[src/hw/rtl/prtt_pkg.sv]
// Shared types, codes and helper functions for the pending request timeout table.
// No dependencies; imported by every module of the block.
package prtt_pkg;

  localparam int unsigned ID_W   = 32;
  localparam int unsigned TIME_W = 32;
  localparam int unsigned TMO_W  = 31;

  // input operation codes
  localparam logic [2:0] OP_TRACK_SUBMIT  = 3'd0;
  localparam logic [2:0] OP_TRACK_CANCEL  = 3'd1;
  localparam logic [2:0] OP_TRACK_REPLACE = 3'd2;
  localparam logic [2:0] OP_CLEAR         = 3'd3;
  localparam logic [2:0] OP_QUERY         = 3'd4;
  localparam logic [2:0] OP_CHECK         = 3'd5;

  // result kinds
  localparam logic [2:0] RK_DONE    = 3'd0;
  localparam logic [2:0] RK_QUERY   = 3'd1;
  localparam logic [2:0] RK_EXPIRED = 3'd2;
  localparam logic [2:0] RK_NONE    = 3'd3;
  localparam logic [2:0] RK_FULL    = 3'd4;

  // entry kinds
  localparam logic [1:0] EK_SUBMIT  = 2'd0;
  localparam logic [1:0] EK_CANCEL  = 2'd1;
  localparam logic [1:0] EK_REPLACE = 2'd2;

  // expiry policies
  localparam logic [1:0] POL_LOG       = 2'd0;
  localparam logic [1:0] POL_REJECT    = 2'd1;
  localparam logic [1:0] POL_CALLBACK  = 2'd2;
  localparam logic [1:0] POL_RECONCILE = 2'd3;

  // log classes
  localparam logic [1:0] LOG_NONE = 2'd0;
  localparam logic [1:0] LOG_WARN = 2'd1;
  localparam logic [1:0] LOG_INFO = 2'd2;

  // register indexes
  localparam logic [2:0] REG_SUBMIT_TMO  = 3'd0;
  localparam logic [2:0] REG_CANCEL_TMO  = 3'd1;
  localparam logic [2:0] REG_REPLACE_TMO = 3'd2;
  localparam logic [2:0] REG_POLICY      = 3'd3;
  localparam logic [2:0] REG_REJECT_HND  = 3'd4;
  localparam logic [2:0] REG_TIMEOUT_HND = 3'd5;

  localparam logic [TMO_W-1:0] TMO_RESET = 31'd5000;

  typedef struct packed {
    logic [ID_W-1:0]   id;
    logic [1:0]        kind;
    logic [TIME_W-1:0] start;
  } prtt_entry_t;

  typedef struct packed {
    logic [1:0] log_class;
    logic       nrej;
    logic       ntmo;
  } prtt_notify_t;

  typedef struct packed {
    logic              check_mode;
    logic [ID_W-1:0]   key_id;
    logic [TIME_W-1:0] now;
    logic [TMO_W-1:0]  timeout;
  } prtt_cmp_req_t;

  function automatic prtt_notify_t expiry_notify(input logic [1:0] policy,
                                                 input logic rej_hnd,
                                                 input logic tmo_hnd);
    prtt_notify_t n;
    n = '0;
    case (policy)
      POL_LOG: n.log_class = LOG_WARN;
      POL_REJECT: begin
        n.log_class = LOG_WARN;
        n.nrej      = rej_hnd;
      end
      POL_CALLBACK: begin
        if (tmo_hnd) n.ntmo = 1'b1;
        else         n.log_class = LOG_WARN;
      end
      default: begin
        n.log_class = LOG_INFO;
        n.ntmo      = tmo_hnd;
      end
    endcase
    return n;
  endfunction

endpackage

[src/hw/rtl/prtt_cmp.sv]
// Shared compare unit: id match for lookups, elapsed-time test for expiry.
// Depends on prtt_pkg.
module prtt_cmp (
  input  prtt_pkg::prtt_cmp_req_t req,
  input  prtt_pkg::prtt_entry_t   entry,
  output logic                    hit
);
  import prtt_pkg::*;

  logic [TIME_W-1:0] elapsed;

  always_comb begin
    elapsed = req.now - entry.start;
    if (req.check_mode) hit = (elapsed >= {1'b0, req.timeout});
    else                hit = (entry.id == req.key_id);
  end

endmodule

[src/hw/rtl/prtt_table.sv]
// Entry storage: one write port, one registered read port.
// Depends on prtt_pkg.
module prtt_table #(
  parameter int unsigned DEPTH = 32,
  parameter int unsigned IW    = 5
) (
  input  logic                  clk,
  input  logic                  we,
  input  logic [IW-1:0]         waddr,
  input  prtt_pkg::prtt_entry_t wdata,
  input  logic [IW-1:0]         raddr,
  output prtt_pkg::prtt_entry_t rdata
);
  import prtt_pkg::*;

  prtt_entry_t mem [DEPTH];

  always_ff @(posedge clk) begin
    if (we) mem[waddr] <= wdata;
    rdata <= mem[raddr];
  end

endmodule

[src/hw/rtl/pending_request_timeout_table_unit.sv]
// Pending request timeout table: sequencer, slot valid bits, config registers.
// Depends on prtt_pkg, prtt_cmp and prtt_table.
//
// Usage: items enter on the in_ stream (in_tuser = operation, in_tdata = id and
// time). Track, clear and query give one result; check gives one result per
// expired entry in slot order, or one "none" result; codes 6 and 7 are dropped.
// in_tlast is absent; out_tlast marks the final result of an item.
// Every item walks all slots through the one shared compare unit; each slot
// is read, then evaluated, because the entry memory has a registered read
// port. A check then reports each expired entry in the steps read, load and
// output, and passes over skipped slots. in_tready is high only while no
// item is in work.
// Results wait in the output register while out_tready is low; the sequencer
// holds until the transaction completes. Reset empties the table (valid bits
// cleared at once, no clearing pass) and restores the register defaults.
// Registers are written over the cfg_ APB port at byte address 4*index.
module pending_request_timeout_table_unit #(
  parameter int unsigned TABLE_DEPTH = 32
) (
  input  logic        clk,
  input  logic        rst_n,
  input  logic        in_tvalid,
  output logic        in_tready,
  input  logic [63:0] in_tdata,   // request_id[31:0], now_ms[63:32]
  input  logic [2:0]  in_tuser,   // operation[2:0]
  output logic        out_tvalid,
  input  logic        out_tready,
  output logic [47:0] out_tdata,  // result_id[31:0], expired_kind[33:32],
                                  // entry_found[34], pending_total[40:35],
                                  // log_class[42:41], notify_reject[43],
                                  // notify_timeout[44], zero fill[47:45]
  output logic [2:0]  out_tuser,  // result_kind[2:0]
  output logic        out_tlast,
  input  logic        cfg_psel,
  input  logic        cfg_penable,
  input  logic        cfg_pwrite,
  input  logic [4:0]  cfg_paddr,
  input  logic [31:0] cfg_pwdata,
  output logic [31:0] cfg_prdata,
  output logic        cfg_pready
);
  import prtt_pkg::*;

  localparam int unsigned IW = (TABLE_DEPTH > 1) ? $clog2(TABLE_DEPTH) : 1;
  localparam int unsigned CW = $clog2(TABLE_DEPTH + 1);
  localparam logic [IW-1:0] LAST_IDX = IW'(TABLE_DEPTH - 1);

  typedef enum logic [2:0] {
    S_IDLE, S_SCAN_RD, S_SCAN_EV, S_FINISH, S_EMIT_RD, S_EMIT_EV, S_OUT
  } state_t;

  state_t state_r;

  // configuration
  logic [TMO_W-1:0] submit_tmo_r, cancel_tmo_r, replace_tmo_r;
  logic [1:0]       policy_r;
  logic             rej_hnd_r, tmo_hnd_r;
  logic [2:0]       cfg_idx;
  logic             cfg_wr;

  // item and scan state
  logic [2:0]        op_r;
  logic [ID_W-1:0]   id_r;
  logic [TIME_W-1:0] now_r;
  logic [IW-1:0]     idx_r, hit_r, free_r;
  logic              found_r, free_ok_r, any_exp_r;
  logic [TABLE_DEPTH-1:0] valid_r, exp_mask_r, rest_mask;
  logic [CW-1:0]     count_r;

  // output register
  logic              out_valid_r, out_last_r, out_found_r, out_nrej_r, out_ntmo_r;
  logic [2:0]        out_kind_r;
  logic [ID_W-1:0]   out_id_r;
  logic [1:0]        out_ek_r, out_log_r;
  logic [5:0]        out_total_r;

  prtt_entry_t   rd_entry, wr_entry;
  prtt_cmp_req_t cmp_req;
  prtt_notify_t  notify;
  logic          cmp_hit, tbl_we, is_track;
  logic [IW-1:0] wr_addr;

  assign is_track = (op_r == OP_TRACK_SUBMIT) || (op_r == OP_TRACK_CANCEL) ||
                    (op_r == OP_TRACK_REPLACE);

  always_comb begin
    cmp_req.check_mode = (op_r == OP_CHECK);
    cmp_req.key_id     = id_r;
    cmp_req.now        = now_r;
    case (rd_entry.kind)
      EK_CANCEL:  cmp_req.timeout = cancel_tmo_r;
      EK_REPLACE: cmp_req.timeout = replace_tmo_r;
      default:    cmp_req.timeout = submit_tmo_r;
    endcase
  end

  prtt_cmp u_cmp (
    .req   (cmp_req),
    .entry (rd_entry),
    .hit   (cmp_hit)
  );

  assign tbl_we         = (state_r == S_FINISH) && is_track && (found_r || free_ok_r);
  assign wr_addr        = found_r ? hit_r : free_r;
  assign wr_entry.id    = id_r;
  assign wr_entry.kind  = op_r[1:0];
  assign wr_entry.start = now_r;

  prtt_table #(.DEPTH(TABLE_DEPTH), .IW(IW)) u_table (
    .clk   (clk),
    .we    (tbl_we),
    .waddr (wr_addr),
    .wdata (wr_entry),
    .raddr (idx_r),
    .rdata (rd_entry)
  );

  assign notify    = expiry_notify(policy_r, rej_hnd_r, tmo_hnd_r);
  assign rest_mask = exp_mask_r & ~(TABLE_DEPTH'(1) << idx_r);

  // sequencer
  always_ff @(posedge clk) begin
    if (!rst_n) begin
      state_r     <= S_IDLE;
      valid_r     <= '0;
      exp_mask_r  <= '0;
      count_r     <= '0;
      out_valid_r <= 1'b0;
    end else begin
      case (state_r)
        S_IDLE: begin
          if (in_tvalid) begin
            op_r       <= in_tuser;
            id_r       <= in_tdata[31:0];
            now_r      <= in_tdata[63:32];
            idx_r      <= '0;
            found_r    <= 1'b0;
            free_ok_r  <= 1'b0;
            any_exp_r  <= 1'b0;
            exp_mask_r <= '0;
            // drop unknown operation codes
            if (in_tuser <= OP_CHECK) state_r <= S_SCAN_RD;
          end
        end
        S_SCAN_RD: state_r <= S_SCAN_EV;
        S_SCAN_EV: begin
          if (op_r == OP_CHECK) begin
            if (valid_r[idx_r] && cmp_hit) begin
              valid_r[idx_r]    <= 1'b0;
              exp_mask_r[idx_r] <= 1'b1;
              count_r           <= count_r - CW'(1);
              any_exp_r         <= 1'b1;
            end
          end else begin
            if (valid_r[idx_r] && cmp_hit && !found_r) begin
              found_r <= 1'b1;
              hit_r   <= idx_r;
            end
            if (!valid_r[idx_r] && !free_ok_r) begin
              free_ok_r <= 1'b1;
              free_r    <= idx_r;
            end
          end
          if (idx_r == LAST_IDX) begin
            state_r <= S_FINISH;
          end else begin
            idx_r   <= idx_r + IW'(1);
            state_r <= S_SCAN_RD;
          end
        end
        S_FINISH: begin
          out_id_r    <= id_r;
          out_ek_r    <= EK_SUBMIT;
          out_found_r <= 1'b0;
          out_log_r   <= LOG_NONE;
          out_nrej_r  <= 1'b0;
          out_ntmo_r  <= 1'b0;
          out_last_r  <= 1'b1;
          out_total_r <= 6'(count_r);
          state_r     <= S_OUT;
          out_valid_r <= 1'b1;
          case (op_r)
            OP_CLEAR: begin
              out_kind_r  <= RK_DONE;
              out_found_r <= found_r;
              if (found_r) begin
                valid_r[hit_r] <= 1'b0;
                count_r        <= count_r - CW'(1);
                out_total_r    <= 6'(count_r - CW'(1));
              end
            end
            OP_QUERY: begin
              out_kind_r  <= RK_QUERY;
              out_found_r <= found_r;
            end
            OP_CHECK: begin
              out_kind_r <= RK_NONE;
              out_id_r   <= '0;
              if (any_exp_r) begin
                idx_r       <= '0;
                out_valid_r <= 1'b0;
                state_r     <= S_EMIT_RD;
              end
            end
            default: begin
              if (found_r) begin
                out_kind_r <= RK_DONE;
              end else if (free_ok_r) begin
                out_kind_r      <= RK_DONE;
                valid_r[free_r] <= 1'b1;
                count_r         <= count_r + CW'(1);
                out_total_r     <= 6'(count_r + CW'(1));
              end else begin
                out_kind_r <= RK_FULL;
              end
            end
          endcase
        end
        S_EMIT_RD: begin
          // skip slots that did not expire
          if (exp_mask_r[idx_r]) state_r <= S_EMIT_EV;
          else                   idx_r   <= idx_r + IW'(1);
        end
        S_EMIT_EV: begin
          out_kind_r        <= RK_EXPIRED;
          out_id_r          <= rd_entry.id;
          out_ek_r          <= rd_entry.kind;
          out_found_r       <= 1'b0;
          out_log_r         <= notify.log_class;
          out_nrej_r        <= notify.nrej;
          out_ntmo_r        <= notify.ntmo;
          out_total_r       <= 6'(count_r);
          out_last_r        <= (rest_mask == '0);
          exp_mask_r[idx_r] <= 1'b0;
          out_valid_r       <= 1'b1;
          state_r           <= S_OUT;
        end
        S_OUT: begin
          if (out_tready) begin
            out_valid_r <= 1'b0;
            if (out_last_r) begin
              state_r <= S_IDLE;
            end else begin
              idx_r   <= idx_r + IW'(1);
              state_r <= S_EMIT_RD;
            end
          end
        end
        default: state_r <= S_IDLE;
      endcase
    end
  end

  assign in_tready  = (state_r == S_IDLE);
  assign out_tvalid = out_valid_r;
  assign out_tuser  = out_kind_r;
  assign out_tlast  = out_last_r;
  assign out_tdata  = {3'b000, out_ntmo_r, out_nrej_r, out_log_r, out_total_r,
                       out_found_r, out_ek_r, out_id_r};

  // configuration port
  assign cfg_pready = 1'b1;
  assign cfg_idx    = cfg_paddr[4:2];
  assign cfg_wr     = cfg_psel && cfg_penable && cfg_pwrite;

  always_ff @(posedge clk) begin
    if (!rst_n) begin
      submit_tmo_r  <= TMO_RESET;
      cancel_tmo_r  <= TMO_RESET;
      replace_tmo_r <= TMO_RESET;
      policy_r      <= POL_LOG;
      rej_hnd_r     <= 1'b0;
      tmo_hnd_r     <= 1'b0;
    end else if (cfg_wr) begin
      case (cfg_idx)
        REG_SUBMIT_TMO:  submit_tmo_r  <= cfg_pwdata[TMO_W-1:0];
        REG_CANCEL_TMO:  cancel_tmo_r  <= cfg_pwdata[TMO_W-1:0];
        REG_REPLACE_TMO: replace_tmo_r <= cfg_pwdata[TMO_W-1:0];
        REG_POLICY:      policy_r      <= cfg_pwdata[1:0];
        REG_REJECT_HND:  rej_hnd_r     <= cfg_pwdata[0];
        REG_TIMEOUT_HND: tmo_hnd_r     <= cfg_pwdata[0];
        default: ;
      endcase
    end
  end

  always_comb begin
    case (cfg_idx)
      REG_SUBMIT_TMO:  cfg_prdata = {1'b0, submit_tmo_r};
      REG_CANCEL_TMO:  cfg_prdata = {1'b0, cancel_tmo_r};
      REG_REPLACE_TMO: cfg_prdata = {1'b0, replace_tmo_r};
      REG_POLICY:      cfg_prdata = {30'd0, policy_r};
      REG_REJECT_HND:  cfg_prdata = {31'd0, rej_hnd_r};
      REG_TIMEOUT_HND: cfg_prdata = {31'd0, tmo_hnd_r};
      default:         cfg_prdata = '0;
    endcase
  end

`ifndef ASSERT_OFF
  a_no_accept_while_out: assert property (@(posedge clk) disable iff (!rst_n)
    out_tvalid |-> !in_tready) else $error("input taken while a result waits");
  a_count_bound: assert property (@(posedge clk) disable iff (!rst_n)
    count_r <= CW'(TABLE_DEPTH)) else $error("pending count above depth");
  a_full_only_full: assert property (@(posedge clk) disable iff (!rst_n)
    (out_tvalid && out_tuser == RK_FULL) |-> count_r == CW'(TABLE_DEPTH))
    else $error("table full reported with free slots");
  a_mask_idle_clear: assert property (@(posedge clk) disable iff (!rst_n)
    state_r == S_IDLE |-> exp_mask_r == '0)
    else $error("expired entries left unreported");
`endif

endmodule
[config.mk]
export PLATFORM = sky130hd
export DESIGN_NAME = pending_request_timeout_table_unit
export DESIGN_NICKNAME = d
export VERILOG_FILES = /design/src/hw/rtl/prtt_pkg.sv /design/src/hw/rtl/prtt_cmp.sv /design/src/hw/rtl/prtt_table.sv /design/src/hw/rtl/pending_request_timeout_table_unit.sv
export SDC_FILE = /design/constraint.sdc
export NUM_CORES = 2
export LEC_CHECK = 0
export BUFFER_PORTS_ARGS = -buffer_cell sky130_fd_sc_hd__buf_4
export CORE_ASPECT_RATIO = 1.75
export CORE_MARGIN = 2
export CORE_UTILIZATION = 60
export DETAILED_ROUTE_END_ITERATION = 6
export GPL_ROUTABILITY_DRIVEN = 0
export PLACE_DENSITY = 0.76
export SYNTH_ARGS = -nofsm -noshare
export SYNTH_HDL_FRONTEND = slang
export SYNTH_SLANG_ARGS = --single-unit
[constraint.sdc]
create_clock -name clk -period 6.9 [get_ports clk]
set_input_delay 2.07 -clock clk [delete_from_list [all_inputs] [get_ports clk]]
set_output_delay 2.07 -clock clk [all_outputs]
set_load 0.05 [all_outputs]
==> results_dict.tcl <==
set metrics [dict create \
    fillCellCount 10274 \
    io_buffer_count 189 \
    startpoint_type "flop" \
    path_class "flop to flop" \
    instances_no_fill 8088 \
    synth_compound_area_frac 0.04551 \
    synth_area_leaders "edfxtp_1, mux4_2, dfxtp_1, mux2i_1, a21oi_1" \
    finalWirelength_um 260600 \
    ys_top_cells_by_count "edfxtp_1, mux4_2, nand2_1" \
    cts_made_buffers 211 \
    htreeDepth 4 \
    grt_first_pass_wirelength_um 374000 \
    pwr_density_cell_nw_per_um2 286.2 \
    period_needed_ps 6284 \
    cts_tree "built" \
    cp.arrival_ps 7060 \
    hold_path_class "flop to flop" \
    crit_path_end_kind "flop" \
    p_leak_nw 36.83 \
    via_per_inst 6.784 \
    maxCapViolCount 0 \
    required_ps 7680 \
    async_flop_share 0 \
    worstSkewPairLatency_ps 880 \
    synth_edf_count 2246 \
    finalCritPeriodShare 0.9108 \
    drive_gt1_frac 0.2347 \
    ios 198 \
    finalMaxSlewViolations 0 \
    final_nets 5906 \
    antenna_found_initial 5 \
    syn_avg_cell_area_um2 18.18 \
    wl_met2_um 132900 \
    grt_setup_unrepaired "false" \
    synth.distinct_cells 70 \
    grtUsageTotal 0.3079 \
    final_core_util 0.6785 \
    place_inst 7696 \
    crit_slowest_cell "edfxtp_1" \
    initial_core_util 0.6021 \
    grt_pass1_vias 54650 \
    hp-start "cancel_tmo_r[25]$_SDFFE_PN0P_" \
    chipWidth_um 310.8 \
    wl_per_cell_um 32.23 \
    cts_sinks 2483 \
    cp_max_fo 33 \
    yosysTopAreaCellShare 0.6823 \
    tightest_slew_ps 1425 \
    yosys.area_share.xor_xnor 0.005671 \
    register_area_um2 72190 \
    post-synth-top-count-cell "edfxtp_1" \
    multi_input_area_um2 25570 \
    root_buffer "clkbuf_16" \
    clk_pin_slew_ps 70 \
    relSlewSlack 0.04255 \
    synth_top_family_by_area "multiplexers" \
    totalPowerFinal_mw 31.87 \
    synth_warnings 0 \
    gr-total-overflow 0 \
    die_area_um2 168100 \
    fmax_mhz 159.1 \
    final.setup_skew_ps 57.99 \
    hold_viol 0 \
    die_y_um 540.9 \
    firstDrtPassIters 6 \
    grt_start_max_net_pins 158 \
    drtIter0Drc 7852 \
    synthMuxAreaShare 0.1556 \
    crit_start "now_r[9]$_DFFE_PP_" \
    vdd.ir_drop.worst_v 0.0003174 \
    synth_seq_area_share 0.7303 \
    outcome "complete, no violations" \
    via_count 54869 \
    synthAdderAreaFrac 0.009443 \
    synthCells 5438 \
    clock_path_buffers 4 \
    top_layer_used "met5" \
    hpwl_um 141600 \
    wl_met1_um 90070 \
    area_growth_pct 12.68 \
    cts_setup_buffers 0 \
    ant_nets 0 \
    synth_seq_cells 2483 \
    synth_simple_gate_area_frac 0.03893 \
    setup_viol 0 \
    setup_tns_ps 0 \
    hold_ws_ps 475.1 \
    row_count 197 \
    slowest_delay_ps 1070 \
    yosysTopAreaCell "edfxtp_1" \
    netlist_area_um2 98840 \
    drc 0 \
    core_um2 164200 \
    crit_chain "ha_1 > nand2_1 > o21ai_0 > a211o_1 > o21ai_1 > a21boi_0 > o21a_1 > o21ai_0 > nand2b_1 > a21oi_1 > xnor2_1 > ha_1 > a211oi_1 > nor2_1 > nor2_1 > nor4b_1 > o31a_1 > o31ai_1 > buf_4 > o21a_1 > nor3_4 > a21o_1" \
    wl_met3_um 22510 \
    r2r-start "now_r[9]$_DFFE_PP_" \
    synth-main-ff-cell "edfxtp_1" \
]
==> path summary, 6_finish.rpt <==
path	cells after the start	slack, ps	end
setup / recovery	22	620	valid_r[16]$_SDFFE_PN0P_
hold / removal	2	480	cancel_tmo_r[25]$_SDFFE_PN0P_
setup reg to reg	22	620	valid_r[16]$_SDFFE_PN0P_
hold reg to reg	2	480	cancel_tmo_r[25]$_SDFFE_PN0P_
==> cells by family (layout without fill, tap and decap cells) <==
family | Yosys count | count (layout)
xor gates and xnor gates | 64 | 64
adders and majority gates | 74 | 74
AOI/OAI and AO/OA | 738 | 738
muxes | 857 | 857
DFF | 2483 | 2483
other | 2 | 8
buffers and inverters | 360 | 814
and+or+nand+nor | 860 | 861
==> state kept, by name, summed over array words and instances, names as in the netlist, 2 cells and up <==
signal	count
out_log_r	2
exp_mask_r	32
u_table.mem	2112
cancel_tmo_r	31
u_table.rdata	66
valid_r	32
out_tuser	3
policy_r	2
now_r	32
out_id_r	32
out_total_r	6
state_r	3
count_r	6
free_r	5
idx_r	5
out_ek_r	2
submit_tmo_r	31
hit_r	5
replace_tmo_r	31
op_r	3
id_r	32
==> worst max-delay path, delay by kind of cell (launching register included) <==
family | cells | cell delay (ps)
adders and majority gates | 2 | 740
buffers and inverters | 1 | 180
and+or+nand+nor | 6 | 1320
DFF | 1 | 1070
AOI/OAI and AO/OA | 12 | 2710
xor gates and xnor gates | 1 | 170
==> power by group <==
group	switching [mW]	internal (mW)	total, mW	leakage (nW)
clock	5.46	7.05	12.5	3.51
sequential	0.137	16.5	16.6	22.1
combinational	1.63	1.10	2.73	11.2
==> metrics by stage <==
step,instance area [um^2],worst slack (ps)
after floorplan,98850,944.8
after global placement,104100,438.5
after detailed placement,104100,452.9
after CTS,111400,425.0
after global routing,111400,222.2
final,111400,615.8
==> layer usage <==
layer,vias to the layer above,global-route usage
met2,3518,0.5288
li1,22319,-
met3,793,0.04519
met1,28237,0.3859
met4,2,0.1525
met5,-,0
==> placed cells by master (no fill, tap or decap), types with 10 or more instances in the layout <==
cell type | synthesis | layout
bufinv_16 | 0 | 33
nor2_1 | 254 | 221
nand2_1 | 333 | 332
xnor2_1 | 55 | 55
o21a_1 | 15 | 15
clkinv_2 | 0 | 37
nand2b_1 | 16 | 14
o21ai_0 | 89 | 89
clkbuf_8 | 0 | 14
clkbuf_16 | 0 | 211
inv_6 | 0 | 10
a22o_1 | 35 | 35
a21oi_1 | 291 | 290
or2_2 | 71 | 70
clkinvlp_4 | 0 | 18
dfxtp_1 | 237 | 237
nor3_1 | 20 | 20
nor2_4 | 0 | 33
clkinv_1 | 0 | 27
inv_1 | 47 | 47
o22ai_1 | 139 | 139
mux4_2 | 543 | 543
nand3_1 | 71 | 71
a21o_1 | 72 | 72
buf_4 | 8 | 329
clkbuf_1 | 196 | 24
a22oi_1 | 42 | 42
buf_12 | 0 | 48
nand4_1 | 22 | 22
nor2b_1 | 21 | 20
edfxtp_1 | 2246 | 2246
ha_1 | 73 | 72
mux2i_1 | 311 | 311
==> area by class of cell <==
| cell class | instances | share of cell area |
|---|---|---|
| Tap cell | 2189 | 0.02459 |
| Clock inverter | 139 | 0.01514 |
| Inverter | 49 | 0.001730 |
| Clock buffer | 249 | 0.04995 |
| Sequential cell | 2483 | 0.6482 |
| Antenna cell | 3 | 0.00006741 |
| Multi-Input combinational cell | 2599 | 0.2295 |
| Timing Repair Buffer | 377 | 0.03080 |
==> what timing repair did <==
action                                  in CTS  in global routing
hold endpoints to repair                     0                  0
hold buffers                                 0                  0
resized for setup                            0                  1
endpoints found under the setup margin       0                 32
Power figures use the tool's default switching activity.
